==> src/hdl/tggr_pkg.sv <==
// ----------------------------------------------------------------------------
// tggr_pkg
// Shared types, command codes and constants for the tactile gated grasp ramp.
// ----------------------------------------------------------------------------
`default_nettype none

package tggr_pkg;

    localparam int NUM_JOINTS_DEF = 7;

    localparam logic [23:0] INVALID_PRESSURE = 24'd30000;
    localparam logic [31:0] THRESH_RESET     = 32'd10000000;
    localparam logic [3:0]  THUMB_LAST_SLOT  = 4'd1;
    localparam logic [3:0]  FINGER_LAST_SLOT = 4'd8;

    // step = round(|span| / 20) as (|span| + 10) * ceil(2^22 / 20) >> 22
    localparam logic [16:0] ROUND_BIAS  = 17'd10;
    localparam logic [17:0] STEP_RECIP  = 18'd209716;
    localparam int          STEP_SHIFT  = 22;
    localparam int          STEP_W      = 12;

    localparam logic [3:0] MODE_ACTIVE  = 4'h1;
    localparam logic [3:0] MODE_TIMEOUT = 4'h8;

    typedef enum logic [2:0] {
        CMD_LOAD    = 3'd0,
        CMD_SAMPLE  = 3'd1,
        CMD_OPEN    = 3'd2,
        CMD_CLOSE   = 3'd3,
        CMD_TICK    = 3'd4,
        CMD_RELEASE = 3'd5
    } t_command;

    typedef enum logic [2:0] {
        ST_IDLE,
        ST_EVAL,
        ST_CALC,
        ST_STEP,
        ST_OUT
    } t_state;

    typedef struct packed {
        logic [2:0]         command;
        logic [3:0]         joint_index;
        logic signed [15:0] open_position;
        logic signed [15:0] closed_position;
        logic signed [15:0] start_position;
        logic signed [15:0] open_command_position;
        logic [3:0]         sensor_slot;
        logic [23:0]        pressure;
        logic               last_of_frame;
    } t_in_item;

    typedef struct packed {
        logic [3:0]         motor_id;
        logic [7:0]         mode_byte;
        logic signed [15:0] goal_position;
        logic               gains_enabled;
        logic               last_joint;
    } t_out_item;

    // controller to datapath
    typedef struct packed {
        logic load;
        logic accum;
        logic eval;
        logic set_closing;
        logic clr_closing;
        logic start_run;
        logic calc;
        logic step;
        logic next_joint;
    } t_dp_cmd;

    // datapath to controller
    typedef struct packed {
        logic closing;
        logic both_gripped;
        logic last_joint;
        logic out_taken;
    } t_dp_stat;

endpackage

`default_nettype wire

==> src/hdl/tggr_ctrl.sv <==
// ----------------------------------------------------------------------------
// tggr_ctrl
// Sequencer: decodes accepted words and walks the joint runs one joint at a time.
// ----------------------------------------------------------------------------
`default_nettype none

module tggr_ctrl (
    input  wire logic               i_clk,
    input  wire logic               i_rst_n,
    input  wire logic               i_in_valid,
    output logic                    o_in_ready,
    input  wire logic [2:0]         i_command,
    input  wire logic               i_last_of_frame,
    input  wire tggr_pkg::t_dp_stat i_stat,
    output tggr_pkg::t_dp_cmd       o_cmd
);
    import tggr_pkg::*;

    t_state   r_state;
    t_state   n_state;
    t_command w_cmd_code;
    logic     w_accept;
    logic     w_tick_run;

    assign w_cmd_code = t_command'(i_command);
    assign w_accept   = i_in_valid && (r_state == ST_IDLE);
    assign w_tick_run = i_stat.closing && !i_stat.both_gripped;

    always_ff @(posedge i_clk) begin
        if (!i_rst_n) begin
            r_state <= ST_IDLE;
        end else begin
            r_state <= n_state;
        end
    end

    always_comb begin
        n_state = r_state;
        case (r_state)
            ST_IDLE: begin
                if (w_accept) begin
                    case (w_cmd_code)
                        CMD_SAMPLE: begin
                            if (i_last_of_frame) n_state = ST_EVAL;
                        end
                        CMD_OPEN:    n_state = ST_CALC;
                        CMD_RELEASE: n_state = ST_CALC;
                        CMD_TICK: begin
                            if (w_tick_run) n_state = ST_CALC;
                        end
                        default:     n_state = ST_IDLE;
                    endcase
                end
            end
            ST_EVAL: n_state = ST_IDLE;
            ST_CALC: n_state = ST_STEP;
            ST_STEP: n_state = ST_OUT;
            ST_OUT: begin
                if (i_stat.out_taken) begin
                    n_state = i_stat.last_joint ? ST_IDLE : ST_CALC;
                end
            end
            default: n_state = ST_IDLE;
        endcase
    end

    always_comb begin
        o_in_ready = (r_state == ST_IDLE);
        o_cmd      = '0;
        case (r_state)
            ST_IDLE: begin
                if (w_accept) begin
                    case (w_cmd_code)
                        CMD_LOAD:   o_cmd.load  = 1'b1;
                        CMD_SAMPLE: o_cmd.accum = 1'b1;
                        CMD_OPEN: begin
                            o_cmd.clr_closing = 1'b1;
                            o_cmd.start_run   = 1'b1;
                        end
                        CMD_CLOSE:   o_cmd.set_closing = 1'b1;
                        CMD_TICK:    o_cmd.start_run   = w_tick_run;
                        CMD_RELEASE: o_cmd.start_run   = 1'b1;
                        default:     o_cmd = '0;
                    endcase
                end
            end
            ST_EVAL: o_cmd.eval = 1'b1;
            ST_CALC: o_cmd.calc = 1'b1;
            ST_STEP: o_cmd.step = 1'b1;
            ST_OUT:  o_cmd.next_joint = i_stat.out_taken && !i_stat.last_joint;
            default: o_cmd = '0;
        endcase
    end

endmodule

`default_nettype wire

==> src/hdl/tggr_dp.sv <==
// ----------------------------------------------------------------------------
// tggr_dp
// Datapath: joint tables, pressure sums, grip flags, ramp step unit and output
// register.
// ----------------------------------------------------------------------------
`default_nettype none

module tggr_dp #(
    parameter int NUM_JOINTS = tggr_pkg::NUM_JOINTS_DEF
) (
    input  wire logic                i_clk,
    input  wire logic                i_rst_n,
    input  wire logic                i_cfg_we,
    input  wire logic [31:0]         i_cfg_wdata,
    input  wire tggr_pkg::t_in_item  i_item,
    input  wire tggr_pkg::t_dp_cmd   i_cmd,
    output tggr_pkg::t_dp_stat       o_stat,
    input  wire logic                i_out_ready,
    output logic                     o_out_valid,
    output tggr_pkg::t_out_item      o_out_item
);
    import tggr_pkg::*;

    localparam int JW = (NUM_JOINTS > 1) ? $clog2(NUM_JOINTS) : 1;

    logic signed [15:0] r_open_tab   [NUM_JOINTS];
    logic signed [15:0] r_closed_tab [NUM_JOINTS];
    logic signed [15:0] r_interp_tab [NUM_JOINTS];
    logic signed [15:0] r_opencmd_tab[NUM_JOINTS];

    logic [31:0]  r_thr;
    logic [31:0]  r_tsum;
    logic [31:0]  r_fsum;
    logic [7:0]   r_tcount;
    logic [7:0]   r_fcount;
    logic         r_tgrip;
    logic         r_fgrip;
    logic         r_closing;
    t_command     r_kind;
    logic [JW-1:0] r_joint;

    logic [STEP_W-1:0] r_q;
    logic              r_neg;
    logic              r_nz;
    logic [16:0]       r_ad;

    logic      r_out_valid;
    t_out_item r_out;

    // table reads at the current joint
    logic signed [15:0] w_open;
    logic signed [15:0] w_closed;
    logic signed [15:0] w_interp;
    logic signed [15:0] w_opencmd;

    assign w_open    = r_open_tab[r_joint];
    assign w_closed  = r_closed_tab[r_joint];
    assign w_interp  = r_interp_tab[r_joint];
    assign w_opencmd = r_opencmd_tab[r_joint];

    // accumulate
    logic        w_p_ok;
    logic        w_to_thumb;
    logic        w_to_finger;
    logic [32:0] w_tsum_add;
    logic [32:0] w_fsum_add;

    assign w_p_ok      = (i_item.pressure != INVALID_PRESSURE);
    assign w_to_thumb  = w_p_ok && (i_item.sensor_slot <= THUMB_LAST_SLOT);
    assign w_to_finger = w_p_ok && !w_to_thumb && (i_item.sensor_slot <= FINGER_LAST_SLOT);
    assign w_tsum_add  = {1'b0, r_tsum} + 33'(i_item.pressure);
    assign w_fsum_add  = {1'b0, r_fsum} + 33'(i_item.pressure);

    // frame end: average > threshold tested as sum > threshold * count
    logic [39:0] w_tlim;
    logic [39:0] w_flim;

    assign w_tlim = 40'(r_thr) * 40'(r_tcount);
    assign w_flim = 40'(r_thr) * 40'(r_fcount);

    // ramp step, first half: span, rounded /20, distance to target
    logic signed [16:0] w_span;
    logic [16:0]        w_mag;
    logic [16:0]        w_round;
    logic [34:0]        w_prod;
    logic signed [16:0] w_diff;
    logic [16:0]        w_ad;

    assign w_span  = {w_closed[15], w_closed} - {w_open[15], w_open};
    assign w_mag   = w_span[16] ? 17'(-w_span) : 17'(w_span);
    assign w_round = w_mag + ROUND_BIAS;
    assign w_prod  = 35'(w_round) * 35'(STEP_RECIP);
    assign w_diff  = {w_closed[15], w_closed} - {w_interp[15], w_interp};
    assign w_ad    = w_diff[16] ? 17'(-w_diff) : 17'(w_diff);

    // ramp step, second half: move or snap
    logic [STEP_W-1:0]  w_q1;
    logic signed [16:0] w_step;
    logic signed [16:0] w_sum;
    logic signed [15:0] w_sat;
    logic signed [15:0] w_new;

    assign w_q1   = ((r_q == '0) && r_nz) ? STEP_W'(1) : r_q;
    assign w_step = r_neg ? -$signed(17'(w_q1)) : $signed(17'(w_q1));
    assign w_sum  = {w_interp[15], w_interp} + w_step;
    assign w_sat  = (w_sum[16] != w_sum[15]) ? (w_sum[16] ? 16'sh8000 : 16'sh7fff)
                                             : w_sum[15:0];
    assign w_new  = (r_ad > 17'(w_q1)) ? w_sat : w_closed;

    logic w_last;
    logic w_taken;

    assign w_last  = (r_joint == JW'(NUM_JOINTS - 1));
    assign w_taken = r_out_valid && i_out_ready;

    // tables, no reset
    always_ff @(posedge i_clk) begin
        if (i_cmd.load && (i_item.joint_index < 4'(NUM_JOINTS))) begin
            r_open_tab[i_item.joint_index[JW-1:0]]    <= i_item.open_position;
            r_closed_tab[i_item.joint_index[JW-1:0]]  <= i_item.closed_position;
            r_interp_tab[i_item.joint_index[JW-1:0]]  <= i_item.start_position;
            r_opencmd_tab[i_item.joint_index[JW-1:0]] <= i_item.open_command_position;
        end else if (i_cmd.step && (r_kind == CMD_TICK)) begin
            r_interp_tab[r_joint] <= w_new;
        end
    end

    always_ff @(posedge i_clk) begin
        if (!i_rst_n) begin
            r_thr     <= THRESH_RESET;
            r_tsum    <= '0;
            r_fsum    <= '0;
            r_tcount  <= '0;
            r_fcount  <= '0;
            r_tgrip   <= 1'b0;
            r_fgrip   <= 1'b0;
            r_closing <= 1'b0;
        end else begin
            if (i_cfg_we) begin
                r_thr <= i_cfg_wdata;
            end
            if (i_cmd.accum && w_to_thumb) begin
                r_tsum   <= w_tsum_add[32] ? '1 : w_tsum_add[31:0];
                r_tcount <= (r_tcount == 8'hff) ? r_tcount : r_tcount + 8'd1;
            end
            if (i_cmd.accum && w_to_finger) begin
                r_fsum   <= w_fsum_add[32] ? '1 : w_fsum_add[31:0];
                r_fcount <= (r_fcount == 8'hff) ? r_fcount : r_fcount + 8'd1;
            end
            if (i_cmd.eval) begin
                r_tgrip  <= (40'(r_tsum) > w_tlim);
                r_fgrip  <= (40'(r_fsum) > w_flim);
                r_tsum   <= '0;
                r_fsum   <= '0;
                r_tcount <= '0;
                r_fcount <= '0;
            end
            if (i_cmd.set_closing) begin
                r_closing <= 1'b1;
            end else if (i_cmd.clr_closing) begin
                r_closing <= 1'b0;
            end
        end
    end

    // run sequencing and the step unit pipeline register
    always_ff @(posedge i_clk) begin
        if (!i_rst_n) begin
            r_joint <= '0;
            r_kind  <= CMD_OPEN;
        end else if (i_cmd.start_run) begin
            r_joint <= '0;
            r_kind  <= t_command'(i_item.command);
        end else if (i_cmd.next_joint) begin
            r_joint <= r_joint + JW'(1);
        end
    end

    always_ff @(posedge i_clk) begin
        if (i_cmd.calc) begin
            r_q   <= w_prod[STEP_SHIFT +: STEP_W];
            r_neg <= w_span[16];
            r_nz  <= (w_span != '0);
            r_ad  <= w_ad;
        end
    end

    // output word register
    always_ff @(posedge i_clk) begin
        if (!i_rst_n) begin
            r_out_valid <= 1'b0;
        end else if (i_cmd.step) begin
            r_out_valid <= 1'b1;
        end else if (w_taken) begin
            r_out_valid <= 1'b0;
        end
    end

    always_ff @(posedge i_clk) begin
        if (i_cmd.step) begin
            r_out.motor_id   <= 4'(r_joint);
            r_out.last_joint <= w_last;
            case (r_kind)
                CMD_OPEN: begin
                    r_out.mode_byte     <= {MODE_ACTIVE, 4'(r_joint)};
                    r_out.goal_position <= w_opencmd;
                    r_out.gains_enabled <= 1'b1;
                end
                CMD_TICK: begin
                    r_out.mode_byte     <= {MODE_ACTIVE, 4'(r_joint)};
                    r_out.goal_position <= w_new;
                    r_out.gains_enabled <= 1'b1;
                end
                default: begin
                    r_out.mode_byte     <= {MODE_TIMEOUT, 4'(r_joint)};
                    r_out.goal_position <= '0;
                    r_out.gains_enabled <= 1'b0;
                end
            endcase
        end
    end

    assign o_out_valid         = r_out_valid;
    assign o_out_item          = r_out;
    assign o_stat.closing      = r_closing;
    assign o_stat.both_gripped = r_tgrip && r_fgrip;
    assign o_stat.last_joint   = w_last;
    assign o_stat.out_taken    = w_taken;

endmodule

`default_nettype wire

==> src/hdl/tactile_gated_grasp_ramp_core.sv <==
// Sequence: load, close, plain samples and unknown commands end in ST_IDLE; frame end adds ST_EVAL.
// Open, release and active ticks send NUM_JOINTS words, each joint passing ST_CALC
//   (table read and step multiply), ST_STEP (step update) and ST_OUT (output word).
// Throughput: one word at a time; the next input is taken after the last word.
// Reset (synchronous, i_rst_n low): sums, grip flags, closing clear, threshold
//   returns to 10000000; joint tables hold whatever was last loaded.
// ----------------------------------------------------------------------------
// tactile_gated_grasp_ramp_core
// Hand grip controller: tactile-gated grasp ramp over a per-joint table.
// ----------------------------------------------------------------------------
`default_nettype none

module tactile_gated_grasp_ramp_core #(
    parameter int NUM_JOINTS = tggr_pkg::NUM_JOINTS_DEF
) (
    input  wire logic                i_clk,
    input  wire logic                i_rst_n,
    input  wire logic                i_cfg_we,
    input  wire logic [31:0]         i_cfg_wdata,
    input  wire logic                i_in_valid,
    output logic                     o_in_ready,
    input  wire tggr_pkg::t_in_item  i_in_item,
    output logic                     o_out_valid,
    input  wire logic                i_out_ready,
    output tggr_pkg::t_out_item      o_out_item
);
    import tggr_pkg::*;

    t_dp_cmd  w_cmd;
    t_dp_stat w_stat;

    tggr_ctrl u_ctrl (
        .i_clk           (i_clk),
        .i_rst_n         (i_rst_n),
        .i_in_valid      (i_in_valid),
        .o_in_ready      (o_in_ready),
        .i_command       (i_in_item.command),
        .i_last_of_frame (i_in_item.last_of_frame),
        .i_stat          (w_stat),
        .o_cmd           (w_cmd)
    );

    tggr_dp #(
        .NUM_JOINTS (NUM_JOINTS)
    ) u_dp (
        .i_clk       (i_clk),
        .i_rst_n     (i_rst_n),
        .i_cfg_we    (i_cfg_we),
        .i_cfg_wdata (i_cfg_wdata),
        .i_item      (i_in_item),
        .i_cmd       (w_cmd),
        .o_stat      (w_stat),
        .i_out_ready (i_out_ready),
        .o_out_valid (o_out_valid),
        .o_out_item  (o_out_item)
    );

    // no word pending while a new item can be taken
    a_idle_no_word: assert property (@(posedge i_clk) disable iff (!i_rst_n)
        o_in_ready |-> !o_out_valid)
        else $error("word pending while accepting input");

    // last word of a run hands control back to the input side
    a_last_frees_input: assert property (@(posedge i_clk) disable iff (!i_rst_n)
        (o_out_valid && i_out_ready && o_out_item.last_joint) |=> o_in_ready)
        else $error("input not ready after last word");

    // the next joint is computed before its word appears
    a_gap_between_words: assert property (@(posedge i_clk) disable iff (!i_rst_n)
        (o_out_valid && i_out_ready && !o_out_item.last_joint) |=>
            (!o_out_valid && !o_in_ready))
        else $error("word gap missing inside a run");

    // frame end holds off input while the threshold compare runs
    a_frame_eval: assert property (@(posedge i_clk) disable iff (!i_rst_n)
        (i_in_valid && o_in_ready && i_in_item.last_of_frame &&
         (i_in_item.command == CMD_SAMPLE)) |=> !o_in_ready)
        else $error("frame end evaluation skipped");

endmodule

`default_nettype wire

==> config.mk <==
export PLATFORM = sky130hd
export DESIGN_NAME = tactile_gated_grasp_ramp_core
export DESIGN_NICKNAME = d
export VERILOG_FILES = /design/src/hdl/tggr_pkg.sv /design/src/hdl/tggr_ctrl.sv /design/src/hdl/tggr_dp.sv /design/src/hdl/tactile_gated_grasp_ramp_core.sv
export SDC_FILE = /design/constraint.sdc
export NUM_CORES = 2
export LEC_CHECK = 0
export ABC_AREA = 1
export BUFFER_PORTS_ARGS = -buffer_cell sky130_fd_sc_hd__buf_4
export CAP_MARGIN = 5
export CORE_MARGIN = 2
export CORE_UTILIZATION = 60
export DETAILED_ROUTE_END_ITERATION = 6
export GPL_ROUTABILITY_DRIVEN = 0
export GPL_TIMING_DRIVEN = 0
export PLACE_DENSITY = 0.77
export SYNTH_ARGS = -nofsm -noshare
export SYNTH_HDL_FRONTEND = slang
export SYNTH_SLANG_ARGS = --single-unit
==> constraint.sdc <==
create_clock -name i_clk -period 22.4 [get_ports i_clk]
set_clock_uncertainty 0.2 [all_clocks]
set_input_delay 1.12 -clock i_clk [delete_from_list [all_inputs] [get_ports i_clk]]
set_output_delay 1.12 -clock i_clk [all_outputs]
set_load 0.01 [all_outputs]
==> flow_summary.toml <==
[clock_tree]
root_buffer = "clkbuf_16"
cts.sink_count = 629
clk_pin_slew_worst_paths_ns = 0.06
numCtsBuffers = 69
cts_tree = "built"
ctsLongestPathBuffers = 3
cts.htree.levels = 3
postCtsResizedCells = 0
clk_latency_ns = 0.66
post_cts_buffers = 0
hold_buffers = 0

[synth]
yosys_warnings = 0
synth_top_area_share_pct = 27.8
ys_top_cells_by_area = "edfxtp_1, fa_1, nand2_1"
synth_edf_count = 501
synth-async-reset-ratio_pct = 0
synth_seq_cells = 629
synth_top_area_cell = "edfxtp_1"
syn_inst = 6428
ys_types = 65
ys_seq_area_share_pct = 32.5
synth_flop_cell = "edfxtp_1"
synth_area_um2 = 54200
syn_area_per_cell_um2 = 8.42

[global_routing]
use_met1_pct = 41.1
globalRouteOverflowTotal = 0
track_usage_pct = 34.0
grt_pass1_vias = 46296
antenna_found_initial = 1
grt_pass1_wl_um = 246000
grt_use_met2_pct = 57.8
met3_usage_pct = 4.93
grt_max_degree = 29
busiest_layer = "met2"

[die]
die_w_um = 304
fp-row-count = 110
die-area_um2 = 92700
die_h_um = 304
core_um2 = 89700
start_util_pct = 60.3
ios = 169

[hold_path]
hold_path.class = "reg2reg"
worstHoldPathCells = 2

[cells_and_area]
drive_gt1_share_pct = 5.83
syn_to_final_growth_pct = 10.1
fin_area_um2 = 59600
fillers = 7149
final_cell_count_no_fill = 7940
nNetsFinal = 7727

[worst_setup_path]
crit_fanout = 10
start_kind = "flip-flop"
critPathKind = "reg2reg"
arrival_ns = 11.92
ff2ff_path_depth = 46
r2r-end = "u_dp.r_q[11]$_DFFE_PN_"
critPathSlowestCell = "clkbuf_1"
cp.required_ns = 22.58
slowest_delay_ns = 0.63
cp-endpoint = "u_dp.r_q[11]$_DFFE_PN_"
rrSetupSlack_ns = 10.66
endpoint_kind = "flip-flop"

[drt]
antenna_left = 0
drt_iter0_markers = 4763
wl_per_cell_um = 19.9
drtPass1Iterations = 7
routed_wl_um = 158000
vias_per_cell = 5.86
via_count = 46499
drc = 9

[placement]
placed_area_um2 = 57400
dp_cells = 7811
place_ws_ns = 11.01
dp_hpwl_um = 125000
port_buffers = 163

[power_and_ir_drop]
p_seq_share_pct = 45.8
comb_power_share_pct = 14.3
leakage_nw = 28.3
ir_worst_vdd_mv = 0.0953
switching_share_pct = 27.3
p_int_w = 0.00204
p_clk_share_pct = 39.9
switching_power_w = 0.000765
p_per_area_nw_per_um2 = 46.9

[sta]
setup_tns_ns = 0
hold_viol = 0
rsz0062_at_grt = "false"
final.period_utilization_pct = 52.4
maxSlewHeadroom_pct = 26.9
post-route-min-period_ns = 11.74
finalMaxSlewViolations = 0
max_freq_ghz = 0.0852
worstMarginPinSlew_ns = 1.09
fin_ws_ns = 10.66
setup_viol = 0

[run]
drv_cap = 0

[status]
status = "complete, but fails checks"
violations = "DRC"
## worst max-delay path: cells and delay by family, from the launching register on
family,cells,cell delay (ns)
compound gates,6,1.29
xor+xnor,1,0.09
fa+ha+maj,10,4.07
buf+inv,10,2.56
flops,1,0.38
simple gates,19,2.86
## Yosys cell counts (all sizes together), types with 2 or more instances
cell type	n
nand2	1498
inv	1020
edfxtp	501
nor2	483
fa	453
ha	430
o21ai	408
a21oi	407
nand3	261
clkbuf	222
dfxtp	128
xor2	87
xnor2	78
nor3	75
o22ai	62
nand4	47
o211ai	39
buf	38
a21o	25
a31oi	20
o21bai	20
nand3b	17
nor4	16
o21a	16
a311oi	14
a211oi	7
a21boi	7
or2	7
nor3b	5
clkinv	4
mux2i	4
o31ai	4
a221oi	3
a32oi	3
o221a	3
a31o	2
and3	2
o221ai	2
## through the flow
step | util, % | total power, W | hold slack (ns)
floorplan | - | 0.00156 | 0.221
global placement | 63.4 | 0.00169 | 0.274
detailed placement | 64.0 | 0.00170 | 0.286
CTS | 66.5 | 0.00279 | 0.299
global route | 66.5 | 0.00289 | 0.326
finish | 66.5 | 0.00280 | 0.295
## registers in the layout, indices dropped and copies added, names as in the netlist, 12 cells and up, named ones only
name and count:
u_dp.o_out_item 22, u_dp.r_open_tab 112, u_dp.r_tsum 32, u_dp.r_fsum 32, u_dp.r_interp_tab 112, u_dp.r_opencmd_tab 112
u_dp.r_q 12, u_dp.r_thr 32, u_dp.r_ad 17, u_dp.r_closed_tab 112
## layout by cell type (no fill, tap or decap), drive strengths merged, types with 62 or more instances in the layout
cell type	Yosys	layout
ha	430	430
xnor2	78	78
nor2	483	483
fa	453	453
inv	1020	1023
edfxtp	501	501
o21ai	408	408
o22ai	62	62
clkbuf	222	313
xor2	87	87
nor3	75	75
buf	38	242
nand2	1498	1498
nand3	261	261
dfxtp	128	128
a21oi	407	407
## power by group through the flow
stage          combinational (W)  sequential (W)  clock, W
2_1_floorplan           0.000256         0.00131         0
3_3_place_gp            0.000381         0.00131         0
3_5_place_dp            0.000391         0.00131         0
4_1_cts                 0.000394         0.00128   0.00112
5_1_grt                 0.000445         0.00128   0.00116
6_report                0.000402         0.00128   0.00112
## per-layer routing
metal | vias up | routed length (µm)
met5 | - | 0
met4 | 0 | 10700
met3 | 527 | 13900
met2 | 2424 | 75900
met1 | 22102 | 57800
li1 | 21446 | -
## worst min path at each step
stage / from / to / slack, ns
2_1_floorplan: u_dp.r_fgrip$_SDFFE_PN0P_ / u_dp.r_fgrip$_SDFFE_PN0P_ / 0.22
3_3_place_gp: u_dp.r_closing$_SDFFE_PN0P_ / u_dp.r_closing$_SDFFE_PN0P_ / 0.27
3_5_place_dp: u_dp.r_closing$_SDFFE_PN0P_ / u_dp.r_closing$_SDFFE_PN0P_ / 0.29
4_1_cts: u_dp.r_closing$_SDFFE_PN0P_ / u_dp.r_closing$_SDFFE_PN0P_ / 0.30
5_1_grt: u_dp.r_closing$_SDFFE_PN0P_ / u_dp.r_closing$_SDFFE_PN0P_ / 0.33
6_report: u_dp.r_closing$_SDFFE_PN0P_ / u_dp.r_closing$_SDFFE_PN0P_ / 0.30
## cell type report
class,instances,area (µm²),area share [%]
Multi-Input combinational cell,4518,31700,53.2
Sequential cell,629,17600,29.5
Inverter,1024,3840,6.44
Clock buffer,90,1870,3.13
Timing Repair Buffer,205,1720,2.89
Tap cell,1176,1470,2.47
Buffer,260,1040,1.74
Clock inverter,37,357,0.598
Antenna cell,1,2.50,0.00420
## cell families after synthesis
| kind of cell | Yosys count | share of synthesized area, % |
|---|---|---|
| and+or+nand+nor | 2414 | 18.3 |
| DFF | 629 | 32.5 |
| xor gates and xnor gates | 165 | 2.67 |
| adders and majority gates | 883 | 26.7 |
| other | 1 | 0.00692 |
| AOI/OAI and AO/OA | 1048 | 10.7 |
| buffers and inverters | 1284 | 9.02 |
| muxes | 4 | 0.0739 |
No activity file was read; power rests on OpenSTA's default activity.
